$ cat config.mk
export PLATFORM = sky130hd
export DESIGN_NAME = alr_ctrl
export DESIGN_NICKNAME = d
export VERILOG_FILES = /design/src/rtl/alr_pkg.sv /design/src/rtl/alr_ctrl.sv
export SDC_FILE = /design/constraint.sdc
export NUM_CORES = 1
export LEC_CHECK = 0
export ABC_AREA = 1
export BUFFER_PORTS_ARGS = -buffer_cell sky130_fd_sc_hd__buf_4
export CAP_MARGIN = 15
export CORE_AREA = 2 2 39 41
export CTS_CLUSTER_SIZE = 12
export DETAILED_ROUTE_END_ITERATION = 6
export DIE_AREA = 0 0 41 43
export SLEW_MARGIN = 20
export SYNTH_ARGS = -nofsm -noshare
export SYNTH_HDL_FRONTEND = slang
export SYNTH_SLANG_ARGS = --single-unit
export TNS_END_PERCENT = 20
$ cat constraint.sdc
create_clock -name clock -period 1.06 [get_ports clock]
set_input_delay 0.106 -clock clock [delete_from_list [all_inputs] [get_ports clock]]
set_output_delay 0.106 -clock clock [all_outputs]
set_load 0.01 [all_outputs]
$ cat src/rtl/alr_pkg.sv
// ----------------------------------------------------------------------------
// alr_pkg
// Shared constants, codes and control structs of the array list engine.
// ----------------------------------------------------------------------------
package alr_pkg;

   localparam int DEPTH_DEFAULT = 1024;

   localparam int DATA_W = 32;
   localparam int POS_W  = 11;
   localparam int OUT_W  = 11;

   // request codes
   localparam logic [2:0] REQ_INSERT = 3'd0;
   localparam logic [2:0] REQ_DELETE = 3'd1;
   localparam logic [2:0] REQ_READ   = 3'd2;
   localparam logic [2:0] REQ_FIND   = 3'd3;
   localparam logic [2:0] REQ_REMOVE = 3'd4;

   // status codes
   localparam logic [1:0] ST_OK    = 2'd0;
   localparam logic [1:0] ST_RANGE = 2'd1;
   localparam logic [1:0] ST_FULL  = 2'd2;

   // controller to datapath
   typedef struct packed {
      logic latch;    // capture the request
      logic setup;    // check request, load walk pointers
      logic issue;    // issue one memory read of the walk
      logic commit;   // update count, load result
   } cmd_type;

   // datapath to controller
   typedef struct packed {
      logic err;         // request fails its checks
      logic walk_empty;  // no entries to walk
      logic walk_last;   // the read issued in this step is the last of the walk
   } stat_type;

endpackage

$ cat src/rtl/alr_ctrl.sv
// ----------------------------------------------------------------------------
// alr_ctrl
// Request sequencer: setup, memory walk, drain of the last read, commit.
// ----------------------------------------------------------------------------
module alr_ctrl (
   input  logic              clock,
   input  logic              reset,
   input  logic              start,
   output logic              busy,
   input  alr_pkg::stat_type stat,
   output alr_pkg::cmd_type  cmd
);

   typedef enum logic [2:0] {
      IDLE,
      SETUP,
      WALK,
      DRAIN,
      DONE
   } state_type;

   state_type state_ff;
   state_type state_in;

   always_comb begin
      state_in = state_ff;
      unique case (state_ff)
         IDLE: begin
            if (start) begin
               state_in = SETUP;
            end
         end
         SETUP: begin
            if (stat.err || stat.walk_empty) begin
               state_in = DONE;
            end else begin
               state_in = WALK;
            end
         end
         WALK: begin
            if (stat.walk_last) begin
               state_in = DRAIN;
            end
         end
         DRAIN: state_in = DONE;
         DONE:  state_in = IDLE;
         default: state_in = IDLE;
      endcase
   end

   always_ff @(posedge clock) begin
      if (reset) begin
         state_ff <= IDLE;
      end else begin
         state_ff <= state_in;
      end
   end

   assign busy       = (state_ff != IDLE);
   assign cmd.latch  = start && (state_ff == IDLE);
   assign cmd.setup  = (state_ff == SETUP);
   assign cmd.issue  = (state_ff == WALK);
   assign cmd.commit = (state_ff == DONE);

endmodule

==> impl_metrics.ini <==
[clock_network]
clkSlewWorstSetupHoldPaths_ps = 40
clock_sinks = 3
htreeDepth = 1
insertion_delay_ps = 240
holdBufCountCts = 0
cts_tree = yes
cts_buffer_depth = 2
cts_inserted_buffers = 3
ctsRootBufferMaster = clkbuf_4

[logic_synthesis]
syn_area_um2 = 170
synth.avg_cell_area_um2 = 6.30
synthCells = 27
synth_top_area_frac = 0.353
synth_area_leaders = dfxtp_1 (35%), nand2_1 (13%), nor2_1 (11%), inv_1 (8.8%), nor2_2 (7.4%)
ys_warn_count = 0
ys_types = 11
yosys.area.top_type = dfxtp_1
ys_seq_elements = 3
synth_nets = 33
synth_seq_area_share = 0.353

[placed_design]
dp_cells = 53
io_buffers = 10
place_congestion = 0.603

[timing]
min_period_ps = 1080
setup_ws_ps = -22.9
min_period_over_period = 1.02
setup_violations = 1
max_freq_mhz = 923
skew_ps = 6.42
rsz0062_at_grt = true
slew_violations = 0
slew_headroom = 0.901
hold_violations = 0
tightest_slew_ps = 148

[floorplanning]
core_um2 = 1380
fp.dieH_um = 43
die_x_um = 41
io_pins = 11
die-area_um2 = 1760
rows = 14
initial_core_util = 0.123

[final_layout]
final_cell_mix = buf_4 (12), nor2_1 (5), nand2_1 (5)
n_antenna_cell = 0
final_core_util = 0.231
instances_no_fill = 59
drive_gt1_frac = 0.581
mostFrequentLayoutCell = buf_4
syn_to_final_growth_pct = 88.2
multi_input_area_um2 = 98.8
top_regs = state_ff x3
largest_reg_flops = 3
nNetsFinal = 50
fillers = 160
seqCellArea_um2 = 63.8
regMostFlops = state_ff

[detailed_routing]
drt-vias-per-instance = 3.73
ant_nets = 0
drc_errors = 0
wl_per_cell_um = 7.92
num_vias = 220
drt-initial-drc-count = 2
drt_first_pass_iters = 4
wirelength_um = 467

[critical_path]
critPathTopFamily = flip-flops
worst-path-buf-inv = 1
crit_chain = nor2_4 > nand2_2 > nor2_1 > buf_4
critPathArrivalTime_ps = 980
ff2ff_setup_slack_ps = 90
required_ps = 950
critical_path_class = reg2out
cp-end-kind = output port
r2r_end = state_ff[0]$_SDFFE_PP0P_
crit_slowest_cell = dfxtp_2
cp-start-kind = register
worstReg2RegStart = state_ff[0]$_SDFFE_PP0P_
slowest_delay_ps = 330
reg2reg_depth = 6
worstPathMaxFanout = 3

[run]
maxCapViolCount = 0

[power_and_ir_drop]
ir_drop_uv = 383
power_w = 0.000483
power.density_nw_per_um2 = 1510
total_leakage_power_nw = 0.169

[outcome]
status = complete, but fails checks
violations = setup timing

[grt]
antenna_found_initial = 0
grt_pass1_vias = 191
grt_max_degree = 6
grt_pass1_wl_um = 724
grt_overflow = 0
track_usage = 0.0692

[worst_hold_path]
min_path_cells = 2
hold_path_end = state_ff[1]$_SDFFE_PP0P_
hold_start = reset
hold_path_class = in2reg
==> cells in the mapped netlist <==
master and number:
nand2_2 1, nand3b_1 1, a21oi_2 1, inv_2 1, nor2_1 5, dfxtp_1 3
nand3_1 2, inv_1 4, nor3_1 1, nor2_2 2, nand2_1 6
==> kinds of logic after synthesis <==
| group | synth area share |
|---|---|
| AO/OA/AOI/OAI | 0.0515 |
| buffers and inverters | 0.110 |
| flip-flops | 0.353 |
| AND/OR/NAND/NOR | 0.485 |
==> final cells by class <==
cell class	count	share of cell area
sequential	3	0.199
tap	16	0.0625
inverter	5	0.0664
timing repair buffer	12	0.281
clock buffer	4	0.0820
multi-input combinational	19	0.309
==> per-stage QoR <==
| stage | area [µm²] | setup TNS, ps | setup WS (ps) | hold WS, ps |
|---|---|---|---|---|
| after floorplan | 170 | 0 | 135 | 168 |
| after global placement | 265 | 0 | 124 | 285 |
| after detailed placement | 265 | 0 | 108 | 289 |
| after CTS | 318 | -61.6 | -45.8 | 32.0 |
| after global routing | 320 | -202 | -95.7 | 38.1 |
| final | 320 | -22.9 | -22.9 | 41.5 |
==> worst reg2reg max path, cell delays in order, from the launching register on <==
cell,delay [ps]
dfxtp_2,330
nor2_4,140
buf_4,120
buf_4,90
nand3b_1,70
nand2_1,70
nor2_1,40
==> layer usage <==
metal,wire length (µm),part of all wire,track usage,vias up
met1,195,0.42,0.0673,97
met5,0,0,0,-
met2,241,0.52,0.0938,8
met4,0,0,0.0600,0
li1,-,-,-,115
met3,30,0.064,0.0471,0
==> report_power, final <==
part	internal, W	leakage, nW	switching, W
clock network	0.000142	0.0150	0.0000657
logic	0.0000757	0.128	0.0000608
registers	0.000125	0.0258	0.0000139
total	0.000342	0.169	0.000140
==> worst max path at each step <==
stage	slack, ps	cells past startpoint	startpoint	to
after floorplan	130	3	state_ff[0]$_SDFFE_PP0P_	cmd[3]
after global placement	120	4	state_ff[0]$_SDFFE_PP0P_	cmd[3]
after detailed placement	110	4	state_ff[0]$_SDFFE_PP0P_	cmd[3]
after CTS	-50	4	state_ff[2]$_SDFFE_PP0P_	cmd[3]
after global routing	-100	4	state_ff[0]$_SDFFE_PP0P_	cmd[3]
final	-20	4	state_ff[0]$_SDFFE_PP0P_	cmd[3]
==> timing repair <==
item,CTS,global route
endpoints found under the setup margin,4,4
gates cloned,0,0
gates resized for setup,6,1
setup buffers,2,0
pin swaps,1,1
Power figures use the tool's default switching activity.
