--- src/rtl/alr_pkg.sv ---
// ----------------------------------------------------------------------------
// alr_pkg
// Shared constants, codes and control structs of the array list engine.
// ----------------------------------------------------------------------------
package alr_pkg;

   localparam int DEPTH_DEFAULT = 1024;

   localparam int DATA_W = 32;
   localparam int POS_W  = 11;
   localparam int OUT_W  = 11;

   // request codes
   localparam logic [2:0] REQ_INSERT = 3'd0;
   localparam logic [2:0] REQ_DELETE = 3'd1;
   localparam logic [2:0] REQ_READ   = 3'd2;
   localparam logic [2:0] REQ_FIND   = 3'd3;
   localparam logic [2:0] REQ_REMOVE = 3'd4;

   // status codes
   localparam logic [1:0] ST_OK    = 2'd0;
   localparam logic [1:0] ST_RANGE = 2'd1;
   localparam logic [1:0] ST_FULL  = 2'd2;

   // controller to datapath
   typedef struct packed {
      logic latch;    // capture the request
      logic setup;    // check request, load walk pointers
      logic issue;    // issue one memory read of the walk
      logic commit;   // update count, load result
   } cmd_type;

   // datapath to controller
   typedef struct packed {
      logic err;         // request fails its checks
      logic walk_empty;  // no entries to walk
      logic walk_last;   // the read issued in this step is the last of the walk
   } stat_type;

endpackage

--- src/rtl/alr_dpath.sv ---
// ----------------------------------------------------------------------------
// alr_dpath
// Request registers, entry count, walk pointers and result registers.
// Drives the entry memory: one read per walk step, at most one write per step.
// ----------------------------------------------------------------------------
module alr_dpath #(
   parameter int DEPTH = alr_pkg::DEPTH_DEFAULT
) (
   input  logic                              clock,
   input  logic                              reset,
   input  alr_pkg::cmd_type                  cmd,
   output alr_pkg::stat_type                 stat,
   input  logic [2:0]                        req_type,
   input  logic [alr_pkg::POS_W-1:0]         req_position,
   input  logic signed [alr_pkg::DATA_W-1:0] req_item_value,
   output logic                              mem_wr_en,
   output logic [$clog2(DEPTH)-1:0]          mem_wr_addr,
   output logic [alr_pkg::DATA_W-1:0]        mem_wr_data,
   output logic                              mem_rd_en,
   output logic [$clog2(DEPTH)-1:0]          mem_rd_addr,
   input  logic [alr_pkg::DATA_W-1:0]        mem_rd_data,
   output logic                              rsp_valid,
   output logic [1:0]                        rsp_status,
   output logic signed [alr_pkg::DATA_W-1:0] rsp_read_data,
   output logic signed [alr_pkg::OUT_W-1:0]  rsp_found_index,
   output logic [alr_pkg::OUT_W-1:0]         rsp_list_length,
   output logic [alr_pkg::OUT_W-1:0]         rsp_removed_count
);

   localparam int AW    = $clog2(DEPTH);
   localparam int CNT_W = $clog2(DEPTH + 1);
   localparam int CMP_W = (CNT_W > alr_pkg::POS_W) ? CNT_W : alr_pkg::POS_W;
   localparam int OW    = alr_pkg::OUT_W;

   // request
   logic [2:0]                 op_ff;
   logic [alr_pkg::POS_W-1:0]  pos_ff;
   logic [alr_pkg::DATA_W-1:0] val_ff;

   // list state
   logic [CNT_W-1:0] count_ff;
   logic [CNT_W-1:0] count_in;

   // walk
   logic [AW-1:0]    rd_ptr_ff;
   logic [CNT_W-1:0] remain_ff;
   logic             rvalid_ff;
   logic [AW-1:0]    raddr_d_ff;
   logic [AW-1:0]    wr_ptr_ff;
   logic [CNT_W-1:0] removed_ff;
   logic             hit_ff;
   logic [AW-1:0]    found_addr_ff;
   logic [alr_pkg::DATA_W-1:0] rdata_ff;
   logic [1:0]       status_ff;

   // result registers
   logic                       rsp_valid_ff;
   logic [1:0]                 rsp_status_ff;
   logic [alr_pkg::DATA_W-1:0] rsp_read_data_ff;
   logic [OW-1:0]              rsp_found_ff;
   logic [OW-1:0]              rsp_length_ff;
   logic [OW-1:0]              rsp_removed_ff;

   logic [CMP_W-1:0] pos_cmp;
   logic [CMP_W-1:0] cnt_cmp;
   logic [CMP_W-1:0] depth_cmp;
   logic [1:0]       status_chk;
   logic [CMP_W-1:0] walk_len;
   logic [CMP_W-1:0] start_ptr;
   logic             step_down;
   logic             match;
   logic [AW+OW-1:0]    found_wide;
   logic [CNT_W+OW-1:0] length_wide;
   logic [CNT_W+OW-1:0] removed_wide;
   logic [OW-1:0]       removed_out;

   assign pos_cmp   = CMP_W'(pos_ff);
   assign cnt_cmp   = CMP_W'(count_ff);
   assign depth_cmp = CMP_W'(DEPTH);

   // position and capacity checks, walk length and first address
   always_comb begin
      status_chk = alr_pkg::ST_OK;
      walk_len   = '0;
      start_ptr  = '0;
      case (op_ff)
         alr_pkg::REQ_INSERT: begin
            if (pos_cmp > cnt_cmp) begin
               status_chk = alr_pkg::ST_RANGE;
            end else if (cnt_cmp >= depth_cmp) begin
               status_chk = alr_pkg::ST_FULL;
            end
            walk_len  = cnt_cmp - pos_cmp;
            start_ptr = cnt_cmp - CMP_W'(1);
         end
         alr_pkg::REQ_DELETE: begin
            if (pos_cmp >= cnt_cmp) begin
               status_chk = alr_pkg::ST_RANGE;
            end
            walk_len  = cnt_cmp - pos_cmp - CMP_W'(1);
            start_ptr = pos_cmp + CMP_W'(1);
         end
         alr_pkg::REQ_READ: begin
            if (pos_cmp >= cnt_cmp) begin
               status_chk = alr_pkg::ST_RANGE;
            end
            walk_len  = CMP_W'(1);
            start_ptr = pos_cmp;
         end
         alr_pkg::REQ_FIND, alr_pkg::REQ_REMOVE: begin
            walk_len = cnt_cmp;
         end
         default: begin
            walk_len = '0;
         end
      endcase
   end

   assign stat.err        = (status_chk != alr_pkg::ST_OK);
   assign stat.walk_empty = (walk_len == '0);
   assign stat.walk_last  = (remain_ff == CNT_W'(1));

   // insert walks from the top down, everything else walks up
   assign step_down = (op_ff == alr_pkg::REQ_INSERT);
   assign match     = (mem_rd_data == val_ff);

   assign mem_rd_en   = cmd.issue;
   assign mem_rd_addr = rd_ptr_ff;

   // memory write: shift moves and remove compaction during the walk, new entry at commit
   always_comb begin
      mem_wr_en   = 1'b0;
      mem_wr_addr = raddr_d_ff;
      mem_wr_data = mem_rd_data;
      if (cmd.commit) begin
         mem_wr_en   = (op_ff == alr_pkg::REQ_INSERT) && (status_ff == alr_pkg::ST_OK);
         mem_wr_addr = AW'(pos_ff);
         mem_wr_data = val_ff;
      end else if (rvalid_ff) begin
         case (op_ff)
            alr_pkg::REQ_INSERT: begin
               mem_wr_en   = 1'b1;
               mem_wr_addr = raddr_d_ff + AW'(1);
            end
            alr_pkg::REQ_DELETE: begin
               mem_wr_en   = 1'b1;
               mem_wr_addr = raddr_d_ff - AW'(1);
            end
            alr_pkg::REQ_REMOVE: begin
               mem_wr_en   = !match;
               mem_wr_addr = wr_ptr_ff;
            end
            default: begin
               mem_wr_en = 1'b0;
            end
         endcase
      end
   end

   // length after the request
   always_comb begin
      count_in = count_ff;
      if (status_ff == alr_pkg::ST_OK) begin
         case (op_ff)
            alr_pkg::REQ_INSERT: count_in = count_ff + CNT_W'(1);
            alr_pkg::REQ_DELETE: count_in = count_ff - CNT_W'(1);
            alr_pkg::REQ_REMOVE: count_in = CNT_W'(wr_ptr_ff) + CNT_W'(0)
                                            + ((removed_ff == '0 && count_ff == CNT_W'(DEPTH))
                                               ? CNT_W'(DEPTH) - CNT_W'(wr_ptr_ff) : CNT_W'(0));
            default:             count_in = count_ff;
         endcase
      end
   end

   assign found_wide   = {{OW{1'b0}}, found_addr_ff};
   assign length_wide  = {{OW{1'b0}}, count_in};
   assign removed_wide = {{OW{1'b0}}, removed_ff};

   always_comb begin
      case (op_ff)
         alr_pkg::REQ_DELETE: removed_out = (status_ff == alr_pkg::ST_OK) ? OW'(1) : '0;
         alr_pkg::REQ_REMOVE: removed_out = removed_wide[OW-1:0];
         default:             removed_out = '0;
      endcase
   end

   always_ff @(posedge clock) begin
      if (reset) begin
         count_ff     <= '0;
         rvalid_ff    <= 1'b0;
         rsp_valid_ff <= 1'b0;
      end else begin
         rvalid_ff    <= cmd.issue;
         rsp_valid_ff <= cmd.commit;
         if (cmd.commit) begin
            count_ff <= count_in;
         end
      end

      if (cmd.latch) begin
         op_ff  <= req_type;
         pos_ff <= req_position;
         val_ff <= req_item_value;
      end

      if (cmd.setup) begin
         status_ff  <= status_chk;
         rd_ptr_ff  <= AW'(start_ptr);
         remain_ff  <= CNT_W'(walk_len);
         wr_ptr_ff  <= '0;
         removed_ff <= '0;
         hit_ff     <= 1'b0;
         rdata_ff   <= '0;
      end else if (cmd.issue) begin
         rd_ptr_ff <= step_down ? rd_ptr_ff - AW'(1) : rd_ptr_ff + AW'(1);
         remain_ff <= remain_ff - CNT_W'(1);
      end

      if (cmd.issue) begin
         raddr_d_ff <= rd_ptr_ff;
      end

      // handle the data of the previous read
      if (rvalid_ff) begin
         case (op_ff)
            alr_pkg::REQ_READ: begin
               rdata_ff <= mem_rd_data;
            end
            alr_pkg::REQ_FIND: begin
               if (match && !hit_ff) begin
                  hit_ff        <= 1'b1;
                  found_addr_ff <= raddr_d_ff;
               end
            end
            alr_pkg::REQ_REMOVE: begin
               if (match) begin
                  removed_ff <= removed_ff + CNT_W'(1);
               end else begin
                  wr_ptr_ff <= wr_ptr_ff + AW'(1);
               end
            end
            default: begin
               rdata_ff <= rdata_ff;
            end
         endcase
      end

      if (cmd.commit) begin
         rsp_status_ff    <= status_ff;
         rsp_read_data_ff <= rdata_ff;
         rsp_found_ff     <= hit_ff ? found_wide[OW-1:0] : {OW{1'b1}};
         rsp_length_ff    <= length_wide[OW-1:0];
         rsp_removed_ff   <= removed_out;
      end
   end

   assign rsp_valid         = rsp_valid_ff;
   assign rsp_status        = rsp_status_ff;
   assign rsp_read_data     = rsp_read_data_ff;
   assign rsp_found_index   = rsp_found_ff;
   assign rsp_list_length   = rsp_length_ff;
   assign rsp_removed_count = rsp_removed_ff;

endmodule

--- config.mk ---
export PLATFORM = sky130hd
export DESIGN_NAME = alr_dpath
export DESIGN_NICKNAME = d
export VERILOG_FILES = /design/src/rtl/alr_pkg.sv /design/src/rtl/alr_dpath.sv
export SDC_FILE = /design/constraint.sdc
export NUM_CORES = 1
export LEC_CHECK = 0
export BUFFER_PORTS_ARGS = -buffer_cell sky130_fd_sc_hd__buf_2
export CELL_PAD_IN_SITES_DETAIL_PLACEMENT = 1
export CELL_PAD_IN_SITES_GLOBAL_PLACEMENT = 2
export CORE_MARGIN = 3
export CORE_UTILIZATION = 39
export DETAILED_ROUTE_END_ITERATION = 7
export PLACE_DENSITY = 0.83
export RECOVER_POWER = 25
export SYNTH_ARGS = -nofsm -noshare
export SYNTH_HDL_FRONTEND = slang
export SYNTH_SLANG_ARGS = --single-unit
--- constraint.sdc ---
create_clock -name clock -period 11.3 [get_ports clock]
set_input_delay 1.13 -clock clock [delete_from_list [all_inputs] [get_ports clock]]
set_output_delay 1.13 -clock clock [all_outputs]
set_load 0.1 [all_outputs]
==> results by group, run 1 <==
Run status
  • Status: finished with violations
  • Failing checks: capacitance limit, slew limit

Job
  • Max-Cap Viols: 1

Clock network
  • CTS Buf Count: 27
  • Root Driver: clkbuf_16
  • Setup Fix Bufs, Post-CTS: 0
  • TritonCTS clock tree: yes
  • Clock Sinks: ~220
  • Cells resized by post-CTS repair: 0
  • Clk buf depth: 3
  • CTS Hold Bufs: 0
  • # H-tree levels: 1
  • Clock-pin transition on the worst setup and hold timing paths: approximately 60 ps
  • Worst skew pair latency: around 550 ps

Power
  • Peak VDD IR: 113.7 uV
  • Clk pwr share: 0.340
  • Logic gate share of total power: 0.263
  • Power per cell area: about 180 nW/um2
  • Internal: around 0.0017 W
  • Switching share of total power: 0.3598
  • Seq pwr share: 0.398
  • Leak Pwr: 5.900 nW
  • P_sw: 0.0009381 W

Global routing
  • Global-route wire length before repair: approximately 61 mm
  • Vias in the first global route: 10540
  • Initial antenna violation count: 4
  • Largest net degree at the start of global routing: 92
  • Tot GR Track Use: 0.2281
  • GRT overflow: 0

STA
  • Skew final: ~11 ps
  • Fin. max-slew vios: 31
  • Worst slew margin: -0.1644
  • Crit path time final: a little under 6000 ps
  • Hold Slack: about 450 ps
  • Hold Violations, Final: 0
  • Final setup viols: 0
  • Final worst path period share: 0.5118
  • Worst-Margin Slew: 1747 ps
  • RSZ-0062 raised after global routing: false
  • Setup TNS: 0 ps
  • Fmax: 172.9 MHz

Setup path
  • Crit-path most repeated cell: a21oi_1
  • Crit path max-delay cell type: edfxtp_1
  • Worst Setup Start Kind: flip-flop
  • Crit path DAT: ~4700 ps
  • Critical-path cell list: nor2_1 -> nand2_1 -> inv_1 -> fa_1 -> a21o_1 -> a21oi_1 -> o21bai_1 -> a21oi_1 -> o21bai_1 -> a21oi_1 -> xor2_1 -> o221ai_1 -> buf_2
  • Worst EP required: 10170 ps
  • Crit-path max cell delay: between 800 and 900 ps
  • Crit-path max FO: 21
  • Crit. End Element: output pin
  • Crit Path Category: flip-flop to output pin

Floorplan
  • Row cnt: 65
  • Initial Utilization: 0.3968
  • # IOs: 209
  • Die area: ~34000 um2
  • CORE AREA: roughly 32000 um2
  • Die span in x: approximately 190 um
  • Chip height: roughly 190 um

Drt
  • DRC viols: 0
  • DRT antenna net count: 0
  • DR pass1 iterations: 5
  • DR WL/cell: between 20 and 25 um
  • Vias: between 10000 and 15000
  • 1st-iter DRT viols: 815
  • Total Wirelength: around 40 mm
  • Drt via density: around 5.6

Yosys
  • Post-Synthesis Cells: roughly 1200
  • Async SR Flop Fraction: 0
  • Avg Cell Area, Syn: 10.32 um2
  • Mapped Area: about 13000 um2
  • Number of synthesized flops with an enable pin: ~190
  • Synth cell types: 80
  • Post-Synthesis Net Count: approximately 1300
  • Main flop type after synthesis: edfxtp_1
  • Ys Warns: 0
  • Synth Register Bits: roughly 220
  • Register area share after synthesis: 0.5055

Placed design
  • Inst Count DP: about 1800
  • Port bufs: between 200 and 250
  • DP Wirelength: roughly 29 mm
  • RD Place Congestion: approximately 0.9

Min path
  • Hold Crit Class: flip-flop to flip-flop

Layout
  • Area delta synth->final: 18.05%
  • Fraction of layout cells with a size suffix above 1: 0.2186
  • Final Non-Filler Cells: 1821
  • Layout Nets: 1525
sequential cells by signal (all words and copies together), names as in the netlist:
signal             flops
pos_cmp               11
rsp_found_index       11
cnt_cmp               11
status_ff              2
removed_ff            11
remain_ff             11
rsp_valid              1
hit_ff                 1
rdata_ff              32
rsp_read_data         32
rsp_status             2
op_ff                  3
rsp_removed_count     11
wr_ptr_ff             10
mem_rd_addr           10
raddr_d_ff            10
rsp_list_length       11
rvalid_ff              1
found_addr_ff         10
val_ff                32
routing by layer:
layer,track usage,vias to the layer above,wire length (um)
li1,-,4843,-
met1,0.3026,5041,17700
met2,0.3806,312,18880
met3,0.04910,69,2535
met4,0.05942,6,941
met5,0,-,23
cells by family after synthesis:
kind of cell	share of synthesized area
AO/OA/AOI/OAI	0.1456
XOR/XNOR	0.06279
adder cells (fa/ha/maj)	0.04564
buffers and inverters	0.03747
flip-flops	0.5055
multiplexers	0.04853
AND/OR/NAND/NOR	0.1545
critical path: cells and delay by family (launching register included):
| family | cells | cell delay (ps) |
|---|---|---|
| fa+ha+maj | 1 | 580 |
| compound gates | 7 | 1150 |
| xor+xnor | 1 | 80 |
| flops | 1 | 810 |
| simple gates | 2 | 510 |
| buf+inv | 2 | 940 |
layout make-up:
type                            count  area [um2]
Timing Repair Buffer              221        1135
Fill cell                        3588       16820
Tap cell                          402       503.0
Antenna cell                        1       2.502
Sequential cell                   223        6346
Inverter                           50       187.7
Clock inverter                     13       157.7
Multi-Input combinational cell    874        5746
Clock buffer                       37       743.2
per-stage QoR:
step / setup WS, ps / cell area (um2) / power (W) / utilization
2_1_floorplan: 4613 / 12550 / 0.001568 / -
3_3_place_gp: 6260 / 13930 / 0.001724 / 0.4402
3_5_place_dp: 6186 / 13930 / 0.001736 / 0.4402
4_1_cts: 5573 / 14830 / 0.002624 / 0.4687
5_1_grt: 5225 / 14820 / 0.002709 / 0.4685
6_report: 5516 / 14820 / 0.002607 / 0.4685
power by group through the flow:
stage | logic [W] | registers, W | clock network (W)
6_report | 0.000685 | 0.00104 | 0.000885
5_1_grt | 0.000728 | 0.00105 | 0.000935
4_1_cts | 0.000687 | 0.00104 | 0.000901
3_5_place_dp | 0.000684 | 0.00105 | 0
3_3_place_gp | 0.000677 | 0.00105 | 0
2_1_floorplan | 0.000364 | 0.00120 | 0
synth_stat cells, types with 4 or more instances:
library cell / n / area, um2
or2_2: 5 / 31.28
a211oi_1: 10 / 75.07
o211ai_1: 9 / 67.56
nor3_1: 29 / 145.1
buf_1: 4 / 15.01
or4_1: 5 / 37.54
a31oi_1: 13 / 81.33
o21a_1: 9 / 67.56
ha_1: 41 / 513.0
xnor2_1: 36 / 315.3
mux2_2: 36 / 405.4
o21ai_0: 88 / 440.4
xor2_1: 54 / 473.0
nor4b_1: 4 / 35.03
o31ai_1: 9 / 67.56
nand4_1: 9 / 56.30
mux2i_1: 17 / 170.2
o22ai_1: 10 / 62.56
a22oi_1: 16 / 120.1
dfxtp_1: 35 / 700.7
a221oi_1: 4 / 35.03
nor2b_1: 7 / 43.79
nor2_1: 84 / 315.3
o21bai_1: 6 / 45.04
nor4_1: 15 / 93.84
clkbuf_1: 55 / 206.5
nand3_1: 29 / 145.1
nand2_1: 142 / 533.0
edfxtp_1: 188 / 5645
nand2b_1: 17 / 106.4
a21o_1: 10 / 75.07
and2_1: 8 / 50.05
buf_2: 6 / 30.03
inv_1: 49 / 183.9
a21oi_1: 47 / 235.2
and3_1: 26 / 162.7
o221ai_1: 11 / 96.34
o21ai_1: 9 / 45.04
cell usage in the layout (no fill, tap or decap), types with 26 or more instances in the layout:
cell / n
a21oi_1: 47
and3_1: 26
buf_2: 202
clkbuf_16: 27
dfxtp_1: 35
edfxtp_1: 188
ha_1: 41
inv_1: 49
mux2_2: 36
nand2_1: 142
nand3_1: 29
nor2_1: 83
nor3_1: 29
o21ai_0: 88
xnor2_1: 36
xor2_1: 54
path summary, 6_finish.rpt:
kind	cells past startpoint	end	slack (ps)	startpoint
worst max register to register	13	mem_rd_addr[8]	6950	op_ff[2]
worst max-delay path	13	mem_wr_addr[8]	5520	op_ff[2]
worst min-delay path	0	rsp_read_data[7]	450	rdata_ff[7]
worst min register to register	0	rsp_read_data[7]	450	rdata_ff[7]
Note: power is estimated with default switching activity, not from simulation.
==> run 2, diff against run 1 <==
Settings changed: CORE_UTILIZATION 39 to 33, PLACE_DENSITY 0.83 to 0.74.
Clock period 11.3 ns to 5.2 ns, I/O delays scaled along.
==> run 2 against run 1 <==
Non-clock buffer count up 7; final cell count up 6.0%; via count down 0.36%; critical path depth unchanged; critical path type unchanged; die area up 18%; the flow still finishes with violations (capacitance limit, slew limit); first-iteration DRC count down 13%; clock skew up 11 ps.
==> results by group, run 2 (synthesis results as in run 1) <==
Layout
  • Commonest non-fill, non-tap cell in the layout: buf_2
  • Area delta synth->final: 19.59%
  • Fraction of layout cells with a size suffix above 1: 0.2242
  • Most frequent cells in the layout: buf_2 (204), edfxtp_1 (188), nand2_1 (142)
  • Layout Nets: 1533
  • Antenna diodes: 0

Setup path
  • R2R Setup Slk: approximately 1200 ps
  • R2R Path End: cnt_cmp[10]
  • Crit. End Element: output pin
  • Crit Path Category: flip-flop to output pin
  • Worst Setup Start Kind: flip-flop
  • Worst reg2reg path startpoint: cnt_cmp[1]
  • Reg2reg path depth: 13
  • Crit-path max FO: 12
  • Worst EP required: between 4000 and 5000 ps
  • Crit path DAT: between 4000 and 5000 ps

Global routing
  • GR Util met3: 0.04735
  • Met1 Usage GRT: 0.2693
  • Vias in the first global route: ~11000
  • Largest net degree at the start of global routing: 92
  • Tot GR Track Use: 0.2018
  • Global-route wire length before repair: roughly 64 mm
  • Initial antenna violation count: 0
  • Gr busiest metal: met2
  • GRT overflow: 0
  • Routing usage on met2: 0.3367

Drt
  • Vias: approximately 10000
  • DRT antenna net count: 0
  • Drt via density: between 5 and 6
  • Total Wirelength: between 40 and 50 mm
  • DR pass1 iterations: 5
  • DR WL/cell: approximately 22 um
  • DRC viols: 0
  • 1st-iter DRT viols: 710

Run status
  • Status: finished with violations
  • Failing checks: capacitance limit, slew limit

Clock network
  • Root Driver: clkbuf_16
  • Clock Sinks: between 200 and 250
  • CTS Buf Count: 28
  • Clock-pin transition on the worst setup and hold timing paths: about 60 ps
  • Worst skew pair latency: around 560 ps
  • Clk buf depth: 3
  • TritonCTS clock tree: yes
  • # H-tree levels: 1

STA
  • Hold Violations, Final: 0
  • Worst slew margin: -0.6739
  • Final worst slack: 469.8 ps
  • Fin. max-slew vios: 51
  • Crit path time final: about 4700 ps
  • Final setup viols: 0
  • RSZ-0062 raised after global routing: false
  • Final worst path period share: 0.9097
  • Skew final: 22.18 ps
  • Setup TNS: 0 ps
  • Worst-Margin Slew: 2511 ps
  • Fmax: ~210 MHz

Min path
  • End of the worst hold path: val_ff[21]
  • Hold Crit Start: req_item_value[21]
  • Min-Delay Path Depth: 1
  • Hold Crit Class: input pin to flip-flop

Floorplan
  • Die area: about 40000 um2
  • Row cnt: 70
  • Initial Utilization: 0.3389
  • Die span in x: between 200 and 250 um
  • # IOs: ~210
  • CORE AREA: ~37000 um2
  • Chip height: 201.1 um

Placed design
  • RD Place Congestion: roughly 0.8
  • Dpl ws: 920.3 ps
  • DP Wirelength: between 30 and 40 mm
  • Port bufs: about 210

Power
  • Leak Pwr: between 5 and 6 nW
  • Power per cell area: around 380 nW/um2
  • Peak VDD IR: 445.6 uV
  • Pwr Total: roughly 0.0056 W

Job
  • Max-Cap Viols: 1
[run 2: cell types whose count changed in the layout (fill, tap and decap cells not counted), sizes merged]
| cell | previous run | this run |
|---|---|---|
| clkinvlp | 3 | 2 |
| diode | 1 | 0 |
| buf | 215 | 224 |
| clkinv | 4 | 12 |
| bufinv | 3 | 1 |
| clkbuf | 43 | 40 |
| inv | 53 | 51 |
[run 2: metrics by stage]
step	utilization	instance area, um2	std cells	hold WS, ps
floorplan	-	12560	1216	426.8
finish	0.4053	15010	1931	133.5
global route	0.4053	15010	1931	112.4
global placement	0.3813	14130	1879	433.4
CTS	0.4054	15020	1931	103.5
detailed placement	0.3813	14130	1879	433.9
[run 2: report_power, final]
group	switching (W)	internal (W)	leakage [nW]	total, W
registers	0.000113	0.00213	2.18	0.00224
clock network	0.000786	0.00110	0.432	0.00189
logic	0.00116	0.000351	3.34	0.00151
[run 2: layout make-up]
cell class / count / area [um2]
clock buffers: 36 / 773.2
clock inverters: 16 / 121.4
fillers: 4211 / 22030
inverters: 50 / 187.7
multi-input cells: 874 / 5752
flip-flops and latches: 223 / 6347
well taps: 504 / 630.6
repair buffers: 228 / 1202
[run 2: worst max-delay path by stage]
stage,end,slack [ps],from,cells after the start
3_3_place_gp,stat[1],1060,cnt_cmp[0],15
6_report,stat[1],470,cnt_cmp[0],13
5_1_grt,stat[1],180,cnt_cmp[0],13
3_5_place_dp,stat[1],920,cnt_cmp[0],13
4_1_cts,stat[1],330,cnt_cmp[0],15
2_1_floorplan,mem_wr_addr[8],280,op_ff[1],15
[run 2: layer usage]
metal  part of all wire  up-vias
met5                  0        -
met4              0.018        0
met3              0.061       49
met2               0.47      271
met1               0.45     5056
li1                   -     4858
[run 2: repair_timing]
action | in CTS | in global routing
hold buffers | 0 | 0
buffers inserted | 0 | 0
resized for setup | 0 | 2
setup endpoints to repair | 0 | 1
[run 2: critical path, stage by stage (launching register included)]
cell	delay, ps
dfxtp_2	390
inv_1	140
ha_1	210
inv_1	70
fa_1	460
a21o_1	230
a221oi_1	420
nor2_1	160
xnor2_1	310
nand3_1	130
or4_1	490
o211ai_1	270
nor4_2	80
clkbuf_4	300
==> run 3, diff against run 2 <==
Settings changed: CORE_UTILIZATION 33 to 36, PLACE_DENSITY 0.74 to 0.77.
Clock period 5.2 ns to 5.4 ns, I/O delays scaled along.
==> run 3 against run 2 <==
The flow still finishes with violations (capacitance limit, slew limit); combinational power is 4% lower; setup slack better by 18 ps; sequential share of layout area is 0.26 points higher; final cell count is 2.9% lower; highest routed layer is now met5; largest cell class unchanged; critical path type unchanged.
==> results by group, run 3 (synthesis results as in run 1) <==
Drt
  • DR WL/cell: 21.72 um
  • Vias: approximately 10000
  • DRT antenna net count: 0
  • DR pass1 iterations: 5
  • 1st-iter DRT viols: between 600 and 700
  • Drt via density: 5.418
  • DRC viols: 0
  • Total Wirelength: 40.73 mm

STA
  • Setup TNS: 0 ps
  • Crit path time final: 4912 ps
  • Final setup viols: 0
  • Fmax: roughly 200 MHz
  • Skew final: about 12 ps
  • Worst slew margin: -0.8639
  • Fin. max-slew vios: 78
  • Hold Violations, Final: 0
  • Worst-Margin Slew: 2796 ps
  • Final worst path period share: 0.9097
  • RSZ-0062 raised after global routing: false
  • Hold Slack: 158.6 ps

Run status
  • Failing checks: capacitance limit, slew limit
  • Status: finished with violations

Setup path
  • Crit path max-delay cell type: dfxtp_1
  • Worst Setup Start Kind: flip-flop
  • Crit Path Category: flip-flop to output pin
  • R2R Setup Slk: 1320 ps
  • CP Depth: 15
  • WP buf/inv: 4
  • Crit-path max cell delay: roughly 590 ps
  • R2R Path End: cnt_cmp[10]
  • Crit-path max FO: 12
  • Crit-path most repeated cell: inv_1
  • Crit. End Element: output pin
  • Worst reg2reg path startpoint: cnt_cmp[0]
  • Critical path's top delay family: compound AO/OA/AOI/OAI gates
  • Crit path DAT: between 4000 and 5000 ps
  • Worst EP required: around 4900 ps
  • Reg2reg path depth: 13
  • Critical-path cell list: inv_1 -> ha_1 -> inv_1 -> fa_1 -> inv_1 -> ha_1 -> nand2_1 -> xnor2_1 -> a22o_1 -> a2111oi_0 -> o311a_1 -> o211a_1 -> nand4_1 -> nor4_2 -> buf_2

Min path
  • Hold Crit Class: input pin to flip-flop
  • End of the worst hold path: val_ff[8]
  • Min-Delay Path Depth: 1
  • Hold Crit Start: req_item_value[8]

Clock network
  • # H-tree levels: 1
  • TritonCTS clock tree: yes
  • Clock-pin transition on the worst setup and hold timing paths: 60 ps
  • CTS Hold Bufs: 0
  • CTS Buf Count: 28
  • Setup Fix Bufs, Post-CTS: 0
  • Root Driver: clkbuf_16
  • Clk buf depth: 3
  • Worst skew pair latency: 550 ps
  • Cells resized by post-CTS repair: 0
  • Clock Sinks: ~220

Placed design
  • DP Wirelength: about 30 mm
  • RD Place Congestion: ~0.87
  • Port bufs: ~210

Floorplan
  • # IOs: between 200 and 250
  • CORE AREA: between 30000 and 40000 um2
  • Chip height: a little under 200 um
  • Die span in x: 192.7 um
  • Row cnt: 67
  • Initial Utilization: 0.3698
  • Die area: 37150 um2

Power
  • Leak Pwr: 5.920 nW
  • Power per cell area: around 360 nW/um2
  • Peak VDD IR: 234.7 uV

Layout
  • Commonest non-fill, non-tap cell in the layout: buf_2
  • Layout Nets: around 1500
  • Antenna diodes: 0
  • Fraction of layout cells with a size suffix above 1: 0.2207
  • Register area: 6346 um2
  • Area delta synth->final: 18.83%
  • Fillers: slightly below 4000
  • Most frequent cells in the layout: buf_2 (203), edfxtp_1 (188), nand2_1 (142)
  • Area of the multi-input gates: 5752 um2

Global routing
  • Global-route wire length before repair: 61.84 mm
  • Vias in the first global route: 10550
  • Largest net degree at the start of global routing: 69
  • Tot GR Track Use: 0.2137
  • GRT overflow: 0
  • Initial antenna violation count: 1

Job
  • Max-Cap Viols: 2
[run 3: per-layer routing]
| metal | GRT usage | share of wire |
|---|---|---|
| met2 | 0.3584 | 0.47 |
| met4 | 0.03867 | 0.015 |
| met1 | 0.2891 | 0.45 |
| met3 | 0.04342 | 0.057 |
| met5 | 0 | 0.00017 |
[run 3: layout make-up]
type                            count  share of cell area
Clock buffer                       38             0.05016
Tap cell                          448             0.03757
Timing Repair Buffer              229             0.07993
Multi-Input combinational cell    874              0.3856
Inverter                           50             0.01258
Clock inverter                     13            0.008806
Sequential cell                   223              0.4254
[run 3: how the worst max path moves through the flow]
stage / start / endpoint / slack [ps]
final: cnt_cmp[0] / stat[1] / 490
after floorplan: op_ff[1] / mem_wr_addr[8] / 460
after global routing: cnt_cmp[0] / stat[1] / 180
after global placement: cnt_cmp[0] / stat[1] / 1190
after detailed placement: cnt_cmp[0] / stat[1] / 1100
after CTS: cnt_cmp[0] / stat[1] / 470
[run 3: stage by stage]
stage / util / total power (W) / std cells / instance area (um2) / worst slack [ps]
finish: 0.4394 / 0.005420 / 1875 / 14920 / 487.8
global route: 0.4394 / 0.005637 / 1875 / 14920 / 177.2
CTS: 0.4398 / 0.005465 / 1875 / 14930 / 469.5
detailed placement: 0.4139 / 0.003641 / 1824 / 14050 / 1097
global placement: 0.4139 / 0.003621 / 1824 / 14050 / 1187
floorplan: - / 0.003282 / 1216 / 12560 / 458.2
[run 3: where the power goes]
part | switching (W) | total [W] | internal (W) | leakage [nW]
Clock | 0.000742 | 0.00181 | 0.00106 | 0.413
Combinational | 0.00112 | 0.00145 | 0.000336 | 3.33
Sequential | 0.000109 | 0.00216 | 0.00205 | 2.18
Total | 0.00197 | 0.00542 | 0.00345 | 5.92
[run 3: worst reg2reg max path: cells and delay by family, from the launching register on]
| family | cells | cell delay [ps] |
|---|---|---|
| and+or+nand+nor | 4 | 1370 |
| AOI/OAI and AO/OA | 6 | 1440 |
| buffers and inverters | 1 | 190 |
| adders and majority gates | 2 | 540 |
| DFF | 1 | 440 |
